--- src/rtl/cct_pkg.sv ---
// shared constants, codes and control structs of the contingency count table
`default_nettype none

package cct_pkg;

    localparam int MAX_CATEGORIES_DEF = 16;
    localparam int COUNT_WIDTH_DEF    = 32;

    localparam int OP_W        = 3;
    localparam int IDX_W       = 4;
    localparam int VALUE_W     = 32;
    localparam int STATUS_W    = 2;
    localparam int SUM_W       = 40;
    localparam int OUT_W       = 32;
    localparam int CFG_INDEX_W = 4;
    localparam int CFG_DATA_W  = 5;
    localparam int DIM_MIN     = 2;

    localparam logic [SUM_W-1:0] SUM_MAX = '1;
    localparam logic [OUT_W-1:0] OUT_MAX = '1;

    // operation codes
    localparam logic [OP_W-1:0] OP_INC      = 3'd0;
    localparam logic [OP_W-1:0] OP_SET      = 3'd1;
    localparam logic [OP_W-1:0] OP_READ     = 3'd2;
    localparam logic [OP_W-1:0] OP_COLLAPSE = 3'd3;
    localparam logic [OP_W-1:0] OP_CLEAR    = 3'd4;
    localparam logic [OP_W-1:0] OP_EXTREMES = 3'd5;

    // result status codes
    localparam logic [STATUS_W-1:0] ST_OK     = 2'd0;
    localparam logic [STATUS_W-1:0] ST_RANGE  = 2'd1;
    localparam logic [STATUS_W-1:0] ST_SQUARE = 2'd2;

    // configuration register indexes
    localparam logic [CFG_INDEX_W-1:0] CFG_NUM_ROWS = 4'd0;
    localparam logic [CFG_INDEX_W-1:0] CFG_NUM_COLS = 4'd1;

    typedef struct packed {
        logic capture;
        logic walk_start;
        logic walk_issue;
        logic inc_write;
        logic load_out;
    } t_cmd;

    typedef struct packed {
        logic [STATUS_W-1:0] in_status;
        logic                sweep_busy;
        logic                walk_last;
        logic                out_free;
    } t_stat;

endpackage

`default_nettype wire

--- src/rtl/cct_ctrl.sv ---
// sequencing state machine of the contingency count table
`default_nettype none

module cct_ctrl (
    input  wire logic                  i_clk,
    input  wire logic                  i_rst_n,
    input  wire logic                  i_in_valid,
    input  wire logic [cct_pkg::OP_W-1:0] i_op,
    output logic                       o_in_ready,
    output cct_pkg::t_cmd              o_cmd,
    input  wire cct_pkg::t_stat        i_stat
);
    import cct_pkg::*;

    typedef enum logic [2:0] {
        S_IDLE,
        S_INC,
        S_WALK,
        S_DRAIN,
        S_FINISH
    } t_state;

    t_state r_state;
    t_state n_state;

    always_comb begin
        n_state    = r_state;
        o_cmd      = '0;
        o_in_ready = 1'b0;
        case (r_state)
            S_IDLE: begin
                o_in_ready = !i_stat.sweep_busy;
                if (i_in_valid && !i_stat.sweep_busy) begin
                    o_cmd.capture = 1'b1;
                    if (i_stat.in_status != ST_OK) begin
                        n_state = S_FINISH;
                    end else begin
                        case (i_op)
                            OP_INC: begin
                                n_state = S_INC;
                            end
                            OP_READ, OP_COLLAPSE, OP_EXTREMES: begin
                                o_cmd.walk_start = 1'b1;
                                n_state          = S_WALK;
                            end
                            default: begin
                                n_state = S_FINISH;
                            end
                        endcase
                    end
                end
            end
            S_INC: begin
                if (i_stat.out_free) begin
                    o_cmd.inc_write = 1'b1;
                    o_cmd.load_out  = 1'b1;
                    n_state         = S_IDLE;
                end
            end
            S_WALK: begin
                o_cmd.walk_issue = 1'b1;
                if (i_stat.walk_last) begin
                    n_state = S_DRAIN;
                end
            end
            S_DRAIN: begin
                n_state = S_FINISH;
            end
            S_FINISH: begin
                if (i_stat.out_free) begin
                    o_cmd.load_out = 1'b1;
                    n_state        = S_IDLE;
                end
            end
            default: begin
                n_state = S_IDLE;
            end
        endcase
    end

    always_ff @(posedge i_clk) begin
        if (!i_rst_n) begin
            r_state <= S_IDLE;
        end else begin
            r_state <= n_state;
        end
    end

endmodule

`default_nettype wire

--- config.mk ---
export PLATFORM = sky130hd
export DESIGN_NAME = cct_ctrl
export DESIGN_NICKNAME = d
export VERILOG_FILES = /design/src/rtl/cct_pkg.sv /design/src/rtl/cct_ctrl.sv
export SDC_FILE = /design/constraint.sdc
export NUM_CORES = 1
export LEC_CHECK = 0
export ABC_AREA = 1
export BUFFER_PORTS_ARGS = -buffer_cell sky130_fd_sc_hd__buf_4
export CORE_AREA = 5 5 42 44
export CTS_CLUSTER_SIZE = 10
export DETAILED_ROUTE_END_ITERATION = 10
export DIE_AREA = 0 0 47 49
export HOLD_SLACK_MARGIN = 0.08
export PLACE_DENSITY = 0.53
export SETUP_SLACK_MARGIN = 0.02
export SLEW_MARGIN = 15
export SYNTH_ARGS = -nofsm -noshare
export SYNTH_HDL_FRONTEND = slang
export SYNTH_SLANG_ARGS = --single-unit
--- constraint.sdc ---
create_clock -name i_clk -period 2.3 [get_ports i_clk]
set_clock_uncertainty 0.1 [all_clocks]
set_input_delay 0.115 -clock i_clk [delete_from_list [all_inputs] [get_ports i_clk]]
set_output_delay 0.115 -clock i_clk [all_outputs]
set_load 0.01 [all_outputs]
# Word level (Yosys, flattened, before mapping)
# Cells that the tools add are included.
# word_totals
register_bits	3
inputBits	11
out_inout_bits	6
wordCells	35
# op_classes
eq_ne	10
muxes	16
n_reduce_logical	8
# ops
op	n
== test 3 x 2 -> 1 bit (second input constant)	4
2-to-1 mux 3 bit	4
one-hot mux 3 bit (4 select lines)	1
== test 3 bit (second input constant)	2
zero test 3 bit	2
2-to-1 mux 1 bit	6
2-to-1 mux 2 bit	3
one-hot mux 3 bit (2 select lines)	1
inequality test 2 bit (second input constant)	2
== test 3 x 1 -> 1 bit (second input constant)	1
AND reduction 3 bit	1
OR reduction 3 bit	1
inequality test 2 x 1 -> 1 bit (second input constant)	1
one-hot mux 1 bit (2 select lines)	1
nonzero test 2 bit	1
OR reduction 2 bit	1
logical AND 1 bit	1
zero test 1 bit	1

# Longest topological paths before layout
# Gate-level depths: netlist of the first run.
# depth
ltp_word	6
mapped_depth	9
depth_no_buf	9

# Worst setup path before layout of the first run
# Ideal clock, no wire load.
# synth_path
path_type	reg2reg
from	register r_state[1]
to	register r_state[1]
setup_ps	66
arrival_time_ps	982
t_required_ps	2134
path_slack_ps	1152
stages_incl_launch_ff	7
n_path_buf	0
period_less_slack_ps	1148
cell_sequence	dfxtp_1 > inv_2 > nor2_4 > inv_1 > nor2_1 > nor2_1 > a21oi_2
# synth_between
elab_chain_cells	4
elab_cells_between_ends	11
cone_classes	7 x eq/ne; 1 x mux; 3 x reduce/logical
# synth_rtl
element	line_no	source
from (decl)	cct_ctrl.sv:23	t_state r_state;
from (signal assigned)	cct_ctrl.sv:85	r_state <= n_state;
== test 3 x 1 -> 1 bit / == test 3 bit (equally long branches)	cct_ctrl.sv:30	case (r_state)
OR reduction 2 bit (no line)	n/a	
inequality test 2 x 1 -> 1 bit (no line)	n/a	
AND reduction 3 bit (no line)	n/a	
# Several ways; a longest one is shown, not always the timed one.
# A chain may end at the register's enable or synchronous reset.

==> qor.txt, run 1 <==
======================================================================================================
Result of the run ....................................................................... finished clean
Required time worst endpoint ............................................................      2090 ps
Detailed-route wire length ..............................................................  712 microns
Initial antenna violation count .........................................................            0
Mean Syn Cell Area ......................................................................   5.44 sq um
Cell row count ..........................................................................           14
Final setup TNS .........................................................................         0 ps
Biggest register ........................................................................      r_state
Leakage power summed over all cells .....................................................     0.258 nW
Post-route DRC violation count ..........................................................            0
Crit path max fanout ....................................................................            6
Registers with the most flip-flops ......................................................  r_state (3)
First drt pass iteration count ..........................................................            3
Clock tree from TritonCTS ...............................................................          yes
Hold wc startpoint ......................................................................    i_stat[0]
Commonest cells post-synth .............................................................. 13 x sky130_fd_sc_hd__nand2_1, 13 x sky130_fd_sc_hd__nor2_1, 6 x sky130_fd_sc_hd__inv_1
Number of I/O port buffers ..............................................................           16
Placed cell areas .......................................................................    439 sq um
Peak clock frequency supported by timing ................................................    0.699 GHz
Startpoint of the lowest-slack register-to-register path ................................   r_state[2]
Setup-violating endpoint count in the final report ......................................            0
Root buffer cell ........................................................................ sky130_fd_sc_hd__clkbuf_4
Die area ................................................................................ 0.00230 sq mm
Area contributors post-synth ............................................................ sky130_fd_sc_hd__dfxtp_1 20%, sky130_fd_sc_hd__nand2_1 16%, sky130_fd_sc_hd__nor2_1 16%
Post-DP HPWL ............................................................................  640 microns
Largest area contributor in the netlist ................................................. sky130_fd_sc_hd__dfxtp_1
Async SR Flop Fraction ..................................................................            0
Flip-flop count of the largest register, all copies and words added .....................            3
Antenna diode count .....................................................................            0
Hold Worst Slack ........................................................................       217 ps
P&R area growth vs syn ..................................................................        59.0%
Wire length of the first global-routing pass ............................................      1.30 mm
Number of buffers inserted during clock tree synthesis ..................................            3
Net count after synthesis ...............................................................           66
Kind of end point of the critical path ..................................................  output port
Via count ...............................................................................          381
Number of failing hold endpoints at the final stage .....................................            0
Final critical path time including I/O delays and setup .................................      1430 ps
Number of sinks on the clock net ........................................................            3
Congestion Overflow GR ..................................................................            0
Insertion delay to the later sink of the worst-skew pair ................................       220 ps
Number of hold-repair buffers added at the cts stage ....................................            1
Top-area cell type share of the netlist area ............................................        0.201
Number of levels the H-tree was split into ..............................................            1
Worst Max-Slew Pin Slew .................................................................       233 ps
Highest cell delay on the worst timing path .............................................       340 ps
Gate count after technology mapping .....................................................           55
Number of global-route vias before repair ...............................................          368
Starting density of the core ............................................................        0.213
Maximum vdd drop ........................................................................   0.000351 V
Floorplan die width .....................................................................   47 microns
Core box area ........................................................................... 0.00140 sq mm
Cell depth of the worst flop-to-flop path ...............................................            7
Register-to-register setup slack ........................................................      1100 ps
Tightest slew margin relative to the limit ..............................................        0.843
Fin area ................................................................................    475 sq um
Hold/Removal Path Class ................................................................. input port to register
Flip-flop cell with the highest count after synthesis ................................... sky130_fd_sc_hd__dfxtp_1
Post-CTS repair timing setup buffer count ...............................................            0
Post_cts resized ........................................................................            0
Largest net degree at the start of global routing .......................................            7
CP Data Arrival Time ....................................................................      1220 ps
RePlAce Congestion ......................................................................        0.679
Max Buffers Root-to-Sink ................................................................            2
Slowest stage cell, crit path ........................................................... sky130_fd_sc_hd__dfxtp_1
Endpoint with the worst hold slack ......................................................   r_state[1]
Number of nets at the end of the flow ...................................................           88
Aggregate global-route resource usage ...................................................       0.0717
Starting DRC count in detailed routing ..................................................            2
Max cap viols ...........................................................................            0
Startpoint Class ........................................................................     register
Clock transition at the register clock pins on the worst setup and hold paths after CTS .        30 ps
Kind of critical path ................................................................... register to output port
Vertical die dimension ..................................................................   49 microns
Layout cells sized above 1 ..............................................................        0.382
Tcrit/Tclk final ........................................................................        0.622
Worst R2R End ...........................................................................   r_state[2]
Yosys cell types ........................................................................           16
Count of antenna-violating nets left after detailed routing .............................            0
Post-Place Setup Slack ..................................................................      1080 ps
RSZ-0062 raised after global routing ....................................................           no
Power Dens Cells ........................................................................ 1070 mW/mm^2
Ports ...................................................................................           17
EDFF count, synth .......................................................................            0
Average via count per standard cell .....................................................         4.14
Final-report max-slew violation count ...................................................            0
Sequential area share after synthesis ...................................................        0.201
WL per Instance ......................................................................... 7.74 microns
Register bit total from synthesis .......................................................            3
Yosys warns .............................................................................            0
Number of instances on the worst hold path ..............................................            5
Final worst slack .......................................................................       869 ps
Area of the mapped netlist ..............................................................    299 sq um
Sequence of cells on the critical path .................................................. nor2_1 -> nand2_1 -> nor3_1 -> buf_4
======================================================================================================
==> worst max-delay path by stage <==
| stage | startpoint | endpoint | slack [ps] |
|---|---|---|---|
| global placement | r_state[2] | r_state[2] | 1070 |
| finish | r_state[0] | o_cmd[3] | 870 |
| detailed placement | r_state[0] | o_cmd[3] | 1080 |
| floorplan | r_state[1] | r_state[1] | 1150 |
| CTS | r_state[0] | o_cmd[3] | 840 |
| global route | r_state[0] | o_cmd[3] | 770 |
==> cells by family after synthesis <==
logic type	Yosys count	synth area share
AO/OA/AOI/OAI	4	0.0962
buffers and inverters	11	0.138
flip-flops	3	0.201
AND/OR/NAND/NOR	37	0.565
==> metrics by stage <==
| step | power [mW] | std cells | util |
|---|---|---|---|
| floorplan | 0.336 | 55 | - |
| global placement | 0.435 | 87 | 0.313 |
| detailed placement | 0.428 | 87 | 0.313 |
| CTS | 0.522 | 92 | 0.339 |
| global route | 0.581 | 92 | 0.339 |
| finish | 0.511 | 92 | 0.339 |
==> routing by layer <==
layer	vias up	track usage	share of wire	wire (microns)
met5	-	0	0	0
li1	211	-	-	-
met1	161	0.0810	0.39	278
met2	9	0.118	0.54	386
met3	0	0.0258	0.067	48
met4	0	0.0276	0	0
==> cell type report <==
class	count	area, sq um
clock buffer	4	26.3
fill	173	926
inverter	11	41.3
multi-input combinational	41	198
sequential	3	60.1
tap	16	20.0
timing repair buffer	17	130
==> worst max-delay path: cells and delay by family (launching register included) <==
kind	cells	cell delay (ps)
AND/OR/NAND/NOR	3	500
buffers and inverters	1	150
flip-flops	1	340
==> cell usage in the layout (no fill, tap or decap), types with 3 or more instances in the layout <==
cell type	synthesis	routed
sky130_fd_sc_hd__buf_4	0	16
sky130_fd_sc_hd__clkbuf_4	0	3
sky130_fd_sc_hd__dfxtp_1	3	3
sky130_fd_sc_hd__inv_1	6	6
sky130_fd_sc_hd__inv_2	5	5
sky130_fd_sc_hd__nand2_1	13	13
sky130_fd_sc_hd__nand3_1	5	5
sky130_fd_sc_hd__nor2_1	13	13
==> power breakdown <==
group | switching (mW) | total, mW | leakage, nW | internal [mW]
clock network | 0.0231 | 0.0878 | 0.0150 | 0.0647
logic | 0.186 | 0.317 | 0.218 | 0.131
registers | 0.0323 | 0.106 | 0.0248 | 0.0740
Power figures use the tool's default switching activity.
==> run 2: changes to the inputs <==
--- a/config.mk
+++ b/config.mk
@@ -12,7 +12,7 @@
 export DETAILED_ROUTE_END_ITERATION = 10
 export DIE_AREA = 0 0 47 49
 export HOLD_SLACK_MARGIN = 0.08
-export PLACE_DENSITY = 0.53
+export PLACE_DENSITY = 0.55
 export SETUP_SLACK_MARGIN = 0.02
 export SLEW_MARGIN = 15
 export SYNTH_ARGS = -nofsm -noshare
==> constraint.sdc (replaced) <==
create_clock -name i_clk -period 1.3 [get_ports i_clk]
set_clock_uncertainty 0.1 [all_clocks]
set_input_delay 0.065 -clock i_clk [delete_from_list [all_inputs] [get_ports i_clk]]
set_output_delay 0.065 -clock i_clk [all_outputs]
set_load 0.01 [all_outputs]
==> run 2 against run 1 <==
  * Design area increased by 8.9%
  * Power is 100% higher
  * Final cell count did not move
  * Via count grew 1.3%
  * Register-to-register slack worse by 990 ps
  * Die area unchanged
  * Wire length increased by 11%
  * Critical path depth stayed put
  * Highest routed layer is now met4
==> qor.txt, run 2 (same netlist as run 1, synthesis figures left out) <==
======================================================================================================
Total of fill cells in the finished design ..............................................          166   -4.0%
Die area ................................................................................ 0.00230 sq mm   unchanged
Peak clock frequency supported by timing ................................................    0.778 GHz
Placed cell areas .......................................................................    439 sq um   unchanged
Layout cells sized above 1 ..............................................................        0.487   +0.105
Commonest non-fill, non-tap cell in the layout .......................................... sky130_fd_sc_hd__buf_4
Post-DP HPWL ............................................................................  619 microns   -3.3%
Via count ...............................................................................          386   +1.3%
Insertion delay to the later sink of the worst-skew pair ................................       230 ps   about the same
Number of I/O port buffers ..............................................................           16   unchanged
Leakage power summed over all cells .....................................................     0.269 nW   +4.2%
Storage cell area .......................................................................   68.8 sq um   +15%
Number of levels the H-tree was split into ..............................................            1   unchanged
Result of the run ....................................................................... finished clean
Root buffer cell ........................................................................ sky130_fd_sc_hd__clkbuf_4
Maximum vdd drop ........................................................................   0.000635 V   +81%
Fin area ................................................................................    518 sq um   +8.9%
Max cap viols ...........................................................................            0   unchanged
Crit path max fanout ....................................................................            6   unchanged
Kind of critical path ................................................................... register to output port
Detailed-route wire length ..............................................................  790 microns   +11%
Final critical path time including I/O delays and setup .................................      1290 ps
Tightest slew margin relative to the limit ..............................................        0.869   +0.0257
Clock transition at the register clock pins on the worst setup and hold paths after CTS .        40 ps   about the same
Vertical die dimension ..................................................................   49 microns   unchanged
Required time worst endpoint ............................................................      1130 ps   -960 ps
Initial antenna violation count .........................................................            0   unchanged
Power Dens Cells ........................................................................ 1970 mW/mm^2   +84%
Average via count per standard cell .....................................................         4.20   +1.3%
Floorplan die width .....................................................................   47 microns   unchanged
RSZ-0062 raised after global routing ....................................................          yes
Commonest cells after routing, fill and taps aside ...................................... 16 x sky130_fd_sc_hd__buf_4, 12 x sky130_fd_sc_hd__nor2_1, 12 x sky130_fd_sc_hd__nand2_1, 6 x sky130_fd_sc_hd__inv_1
Number of sinks on the clock net ........................................................            3   unchanged
Post-route DRC violation count ..........................................................            0   unchanged
Setup-violating endpoint count in the final report ......................................            0   unchanged
WL per Instance ......................................................................... 8.59 microns   +11%
Worst Max-Slew Pin Slew .................................................................       195 ps   -38.0 ps
Tcrit/Tclk final ........................................................................        0.989
Number of instances on the worst hold path ..............................................            5   unchanged
Flip-flop count of the largest register, all copies and words added .....................            3   unchanged
Number of buffers inserted during clock tree synthesis ..................................            3   unchanged
First drt pass iteration count ..........................................................            2   -1
Ports ...................................................................................           17   unchanged
Starting DRC count in detailed routing ..................................................            3   +1
Final setup TNS .........................................................................         0 ps   unchanged
Register-to-register setup slack ........................................................       110 ps   -990 ps
Final-report max-slew violation count ...................................................            0   unchanged
Core box area ........................................................................... 0.00140 sq mm   unchanged
Startpoint Class ........................................................................     register
Antenna diode count .....................................................................            0   unchanged
Number of failing hold endpoints at the final stage .....................................            0   unchanged
Cell depth of the worst flop-to-flop path ...............................................            8   +1
Kind of end point of the critical path ..................................................  output port
Clock tree from TritonCTS ...............................................................          yes
Biggest register ........................................................................      r_state
P&R area growth vs syn ..................................................................        73.2%
Number of global-route vias before repair ...............................................          340   -7.6%
CP Data Arrival Time ....................................................................      1120 ps   -100 ps
Starting density of the core ............................................................        0.213   unchanged
RePlAce Congestion ......................................................................        0.833   +23%
Max Buffers Root-to-Sink ................................................................            2   unchanged
Multi-input gate area in the final layout ...............................................    229 sq um   +16%
Cell row count ..........................................................................           14   unchanged
Number of nets at the end of the flow ...................................................           88   unchanged
Hold/Removal Path Class ................................................................. input port to register
Registers with the most flip-flops ......................................................  r_state (3)
Congestion Overflow GR ..................................................................            0   unchanged
Largest net degree at the start of global routing .......................................            7   unchanged
Wire length of the first global-routing pass ............................................      1.23 mm   -5.3%
Aggregate global-route resource usage ...................................................       0.0711   -0.000653
Count of antenna-violating nets left after detailed routing .............................            0   unchanged
======================================================================================================
## run 2: cell counts in the layout (fill, tap and decap cells not counted)
Identical to the previous run, type by type.
## run 2: metal layers
layer | wire length [microns] | GRT usage | up-vias
met2 | 381 | 0.102 | 14
met1 | 326 | 0.0899 | 157
met4 | 17 | 0.0553 | 0
met3 | 64 | 0.0111 | 2
li1 | - | - | 213
met5 | 0 | 0 | -
## run 2: worst paths after layout
| path | from | end |
|---|---|---|
| min reg2reg | r_state[0] | r_state[0] |
| min | i_stat[0] | r_state[1] |
| max reg2reg | r_state[0] | r_state[2] |
| max | r_state[0] | o_cmd[3] |
## run 2: what timing repair did
item                       4_1_cts  5_1_grt
buffers inserted                 0        0
setup endpoints to repair        6        8
gates resized for setup          5        8
hold endpoints to repair         3        0
pin swaps                        0        1
hold buffers                     1        0
## run 2: stage by stage
| stage | setup slack (ps) | std cells | hold slack [ps] | power (mW) | utilization |
|---|---|---|---|---|---|
| global route | -43.6 | 92 | 173 | 1.12 | 0.370 |
| global placement | 45.7 | 87 | 218 | 0.766 | 0.313 |
| CTS | -7.52 | 92 | 140 | 0.963 | 0.348 |
| detailed placement | 67.3 | 87 | 219 | 0.757 | 0.313 |
| floorplan | 152 | 55 | 77.5 | 0.594 | - |
| finish | 14.3 | 92 | 154 | 1.02 | 0.370 |
## run 2: area by class of cell
cell class,instances,share of cell area
timing repair buffer,17,0.251
inverter,11,0.0845
multi-input combinational,41,0.442
sequential,3,0.133
clock buffer,4,0.0507
tap,16,0.0386
## run 2: power breakdown
part	leakage, nW	total [mW]	internal, mW	switching, mW
registers	0.0264	0.228	0.149	0.0787
logic	0.227	0.633	0.266	0.367
clock network	0.0150	0.162	0.115	0.0473
total	0.269	1.02	0.530	0.493
## run 2: worst max-delay path, stage by stage, from the launching register on
cell	delay, ps
sky130_fd_sc_hd__dfxtp_4	370
sky130_fd_sc_hd__nor2_4	140
sky130_fd_sc_hd__nand2_4	80
sky130_fd_sc_hd__nor3_2	150
sky130_fd_sc_hd__buf_4	140
==> run 3: changes to the inputs <==
--- a/config.mk
+++ b/config.mk
@@ -5,14 +5,14 @@
 export SDC_FILE = /design/constraint.sdc
 export NUM_CORES = 1
 export LEC_CHECK = 0
-export ABC_AREA = 1
+export ABC_AREA = 0
 export BUFFER_PORTS_ARGS = -buffer_cell sky130_fd_sc_hd__buf_4
 export CORE_AREA = 5 5 42 44
 export CTS_CLUSTER_SIZE = 10
 export DETAILED_ROUTE_END_ITERATION = 10
 export DIE_AREA = 0 0 47 49
 export HOLD_SLACK_MARGIN = 0.08
-export PLACE_DENSITY = 0.55
+export PLACE_DENSITY = 0.56
 export SETUP_SLACK_MARGIN = 0.02
 export SLEW_MARGIN = 15
 export SYNTH_ARGS = -nofsm -noshare
==> run 3 against run 2 <==
  * Non-clock buffer count rose by 11
  * Sequential power is 53% lower
  * First-iteration DRC count down 100%
  * Largest power group unchanged
  * Clock-buffer cell count unchanged
  * Final cell count down 9.8%
  * Clock power hardly changed
  * Maximum frequency down 8.2%
  * The flow now finishes with violations (negative setup slack)
  * Core utilization up 6.9 points
  * Via count up 4.1%
  * Synthesized cell count down 31%
==> qor.txt, run 3 <==
======================================================================================================
Congestion Overflow GR ..................................................................            0   unchanged
Worst Max-Slew Pin Slew .................................................................       394 ps   +199 ps
Ports ...................................................................................           17   unchanged
Yosys warns .............................................................................            0   unchanged
Clock transition at the register clock pins on the worst setup and hold paths after CTS .        40 ps   about the same
First drt pass iteration count ..........................................................            1   -1
Post-DP HPWL ............................................................................  699 microns   +13%
Largest area contributor in the netlist ................................................. sky130_fd_sc_hd__dfxtp_1
Hold/Removal Path Class ................................................................. input port to register
Commonest non-fill, non-tap cell in the layout .......................................... sky130_fd_sc_hd__buf_4
Number of sinks on the clock net ........................................................            3   unchanged
Fraction of power consumed by the clock network .........................................        0.353   +0.194
RSZ-0062 raised after global routing ....................................................          yes
Commonest cells post-synth .............................................................. 3 x sky130_fd_sc_hd__dfxtp_1, 3 x sky130_fd_sc_hd__nor2_1
Post-route DRC violation count ..........................................................            0   unchanged
Timing startpoint of the critical path ..................................................   r_state[2]
Required time worst endpoint ............................................................      1130 ps   about the same
Insertion delay to the later sink of the worst-skew pair ................................       230 ps   about the same
Register-to-register setup slack ........................................................       -50 ps   -160 ps
Crit path max fanout ....................................................................            5   -1
Area contributors post-synth ............................................................ sky130_fd_sc_hd__dfxtp_1 20%, sky130_fd_sc_hd__xnor2_1 5.8%, sky130_fd_sc_hd__nand3b_1 4.9%
Relative contribution of combinational cells to total power .............................        0.414   -0.205
Root buffer cell ........................................................................ sky130_fd_sc_hd__clkbuf_4
Final-report max-slew violation count ...................................................            0   unchanged
Initial antenna violation count .........................................................            0   unchanged
WL per Instance ......................................................................... 11.0 microns   +28%
Portion of total power attributed to sequential cells ...................................        0.233   +0.011
Max cap viols ...........................................................................            0   unchanged
Kind of critical path ................................................................... register to output port
Sequential area share after synthesis ...................................................        0.198   -0.00331
Violated checks ......................................................................... negative setup slack
Area of the mapped netlist ..............................................................    304 sq um   +1.7%
Worst setup path endpoint ...............................................................     o_cmd[3]
Antenna diode count .....................................................................            0   unchanged
Count of antenna-violating nets left after detailed routing .............................            0   unchanged
Worst R2R End ...........................................................................   r_state[2]
CP Data Arrival Time ....................................................................      1240 ps   +120 ps
Number of buffers inserted during clock tree synthesis ..................................            3   unchanged
Async SR Flop Fraction ..................................................................            0   unchanged
P&R area growth vs syn ..................................................................         102%
Cell row count ..........................................................................           14   unchanged
Number of failing hold endpoints at the final stage .....................................            0   unchanged
RePlAce Congestion ......................................................................        0.680   -18%
Peak clock frequency supported by timing ................................................    0.714 GHz   -8.2%
Mean Syn Cell Area ......................................................................   8.00 sq um   +47%
Final critical path time including I/O delays and setup .................................      1400 ps   +115 ps
Top-area cell type share of the netlist area ............................................        0.198   -0.00331
Max Buffers Root-to-Sink ................................................................            2   unchanged
Via count ...............................................................................          402   +4.1%
Floorplan die width .....................................................................   47 microns   unchanged
Gate count after technology mapping .....................................................           38   -31%
Startpoint Class ........................................................................     register
Number of global-route vias before repair ...............................................          414   +22%
Commonest cells after routing, fill and taps aside ...................................... 22 x sky130_fd_sc_hd__buf_4, 5 x sky130_fd_sc_hd__buf_6, 3 x sky130_fd_sc_hd__nor2_1, 3 x sky130_fd_sc_hd__clkbuf_4
Starting DRC count in detailed routing ..................................................            0   -3
Starting density of the core ............................................................        0.217   +0.00357
Layout cells sized above 1 ..............................................................        0.582   +0.0952
EDFF count, synth .......................................................................            0   unchanged
Leakage power summed over all cells .....................................................     0.277 nW   +3.0%
Number of I/O port buffers ..............................................................           16   unchanged
Tightest slew margin relative to the limit ..............................................        0.731   -0.138
Maximum vdd drop ........................................................................   0.000374 V   -41%
Register bit total from synthesis .......................................................            3   unchanged
Sum of internal, switching and leakage power ............................................     0.457 mW   -55%
Placed instance count ...................................................................           77   -11%
Clock tree from TritonCTS ...............................................................          yes
Final worst slack .......................................................................      -101 ps   -115 ps
Core box area ........................................................................... 0.00140 sq mm   unchanged
Flip-flop count of the largest register, all copies and words added .....................            3   unchanged
Flip-flop cell with the highest count after synthesis ................................... sky130_fd_sc_hd__dfxtp_1
Placed cell areas .......................................................................    495 sq um   +13%
Kind of end point of the critical path ..................................................  output port
Hold Worst Slack ........................................................................       113 ps   -40.9 ps
Largest net degree at the start of global routing .......................................           10   +3
Final setup TNS .........................................................................      -333 ps   -333 ps
Wire length of the first global-routing pass ............................................      1.52 mm   +24%
Cell depth of the worst flop-to-flop path ...............................................            5   -3
Number of standard cells in the final layout excluding fillers ..........................           83   -9.8%
Registers with the most flip-flops ......................................................  r_state (3)
Tcrit/Tclk final ........................................................................         1.08   +0.0884
Fin area ................................................................................    614 sq um   +19%
Average via count per standard cell .....................................................         4.84   +15%
Detailed-route wire length ..............................................................  912 microns   +15%
Result of the run ....................................................................... finished with violations
Aggregate global-route resource usage ...................................................       0.0879   +0.0168
Vertical die dimension ..................................................................   49 microns   unchanged
Setup-violating endpoint count in the final report ......................................            7   +7
Startpoint of the lowest-slack register-to-register path ................................   r_state[2]
Number of nets at the end of the flow ...................................................           79   -10%
Number of levels the H-tree was split into ..............................................            1   unchanged
Net count after synthesis ...............................................................           49   -26%
Power Dens Cells ........................................................................  744 mW/mm^2   -62%
Yosys cell types ........................................................................           26   +10
Die area ................................................................................ 0.00230 sq mm   unchanged
Internal Dissipation ....................................................................     0.326 mW   -38%
Reported net switching power ............................................................     0.131 mW   -73%
Biggest register ........................................................................      r_state
Switching share of total power ..........................................................        0.287   -0.195
======================================================================================================
[run 3: cell types whose count changed in the layout (fill, tap and decap cells not counted), sizes merged, moves of 6 or more]
cell | before | now
nand3 | 6 | 0
nand2 | 14 | 0
inv | 11 | 2
nor2 | 14 | 3
buf | 16 | 27
[run 3: critical path, cell delays in order (launching register included)]
cell	delay, ps
sky130_fd_sc_hd__dfxtp_2	330
sky130_fd_sc_hd__buf_6	120
sky130_fd_sc_hd__nor4_4	260
sky130_fd_sc_hd__nor2b_2	170
sky130_fd_sc_hd__buf_4	120
[run 3: worst min path at each step]
stage | startpoint | end | slack (ps) | depth (start not counted)
global route | i_stat[3] | r_state[2] | 120 | 3
detailed placement | i_rst_n | r_state[0] | 200 | 2
finish | i_stat[3] | r_state[2] | 110 | 3
CTS | i_stat[3] | r_state[2] | 110 | 3
floorplan | i_stat[2] | o_in_ready | 80 | 1
global placement | i_rst_n | r_state[0] | 210 | 2
[run 3: layout make-up]
| cell class | count | area [sq um] |
|---|---|---|
| multi-input cells | 30 | 263 |
| repair buffers | 28 | 231 |
| fillers | 148 | 787 |
| inverters | 2 | 7.51 |
| clock buffers | 4 | 26.3 |
| flip-flops and latches | 3 | 66.3 |
| well taps | 16 | 20.0 |
[run 3: power by group through the flow]
stage          clock network (mW)  logic [mW]  registers (mW)
2_1_floorplan                   0      0.0740           0.102
3_3_place_gp                    0       0.145           0.107
3_5_place_dp                    0       0.146           0.108
4_1_cts                     0.168       0.180           0.108
5_1_grt                     0.181       0.203           0.109
6_report                    0.161       0.189           0.107
[run 3: metrics by stage]
stage                     utilization  setup slack, ps
after detailed placement        0.354            -32.7
after global placement          0.354            -7.73
after global routing            0.438             -192
final                           0.438             -101
after floorplan                     -            -70.9
after CTS                       0.424             -116
[run 3: logic make-up after synthesis]
logic type | synth area share
XOR/XNOR | 0.0576
AND/OR/NAND/NOR | 0.354
buffers and inverters | 0.103
AO/OA/AOI/OAI | 0.288
flip-flops | 0.198
[run 3: repair_timing]
| item | 4_1_cts | 5_1_grt |
|---|---|---|
| endpoints found under the setup margin | 8 | 8 |
| resized for setup | 12 | 5 |
| buffers inserted | 1 | 0 |
| pin swaps | 3 | 2 |
| hold buffers | 1 | 0 |
| endpoints found under the hold margin | 3 | 0 |
[run 3: layer usage]
layer	wire, microns	GRT usage	part of all wire
met5	0	0	0
met2	471	0.147	0.52
met4	0	0.0553	0
met3	42	0.0111	0.046
met1	398	0.0985	0.44
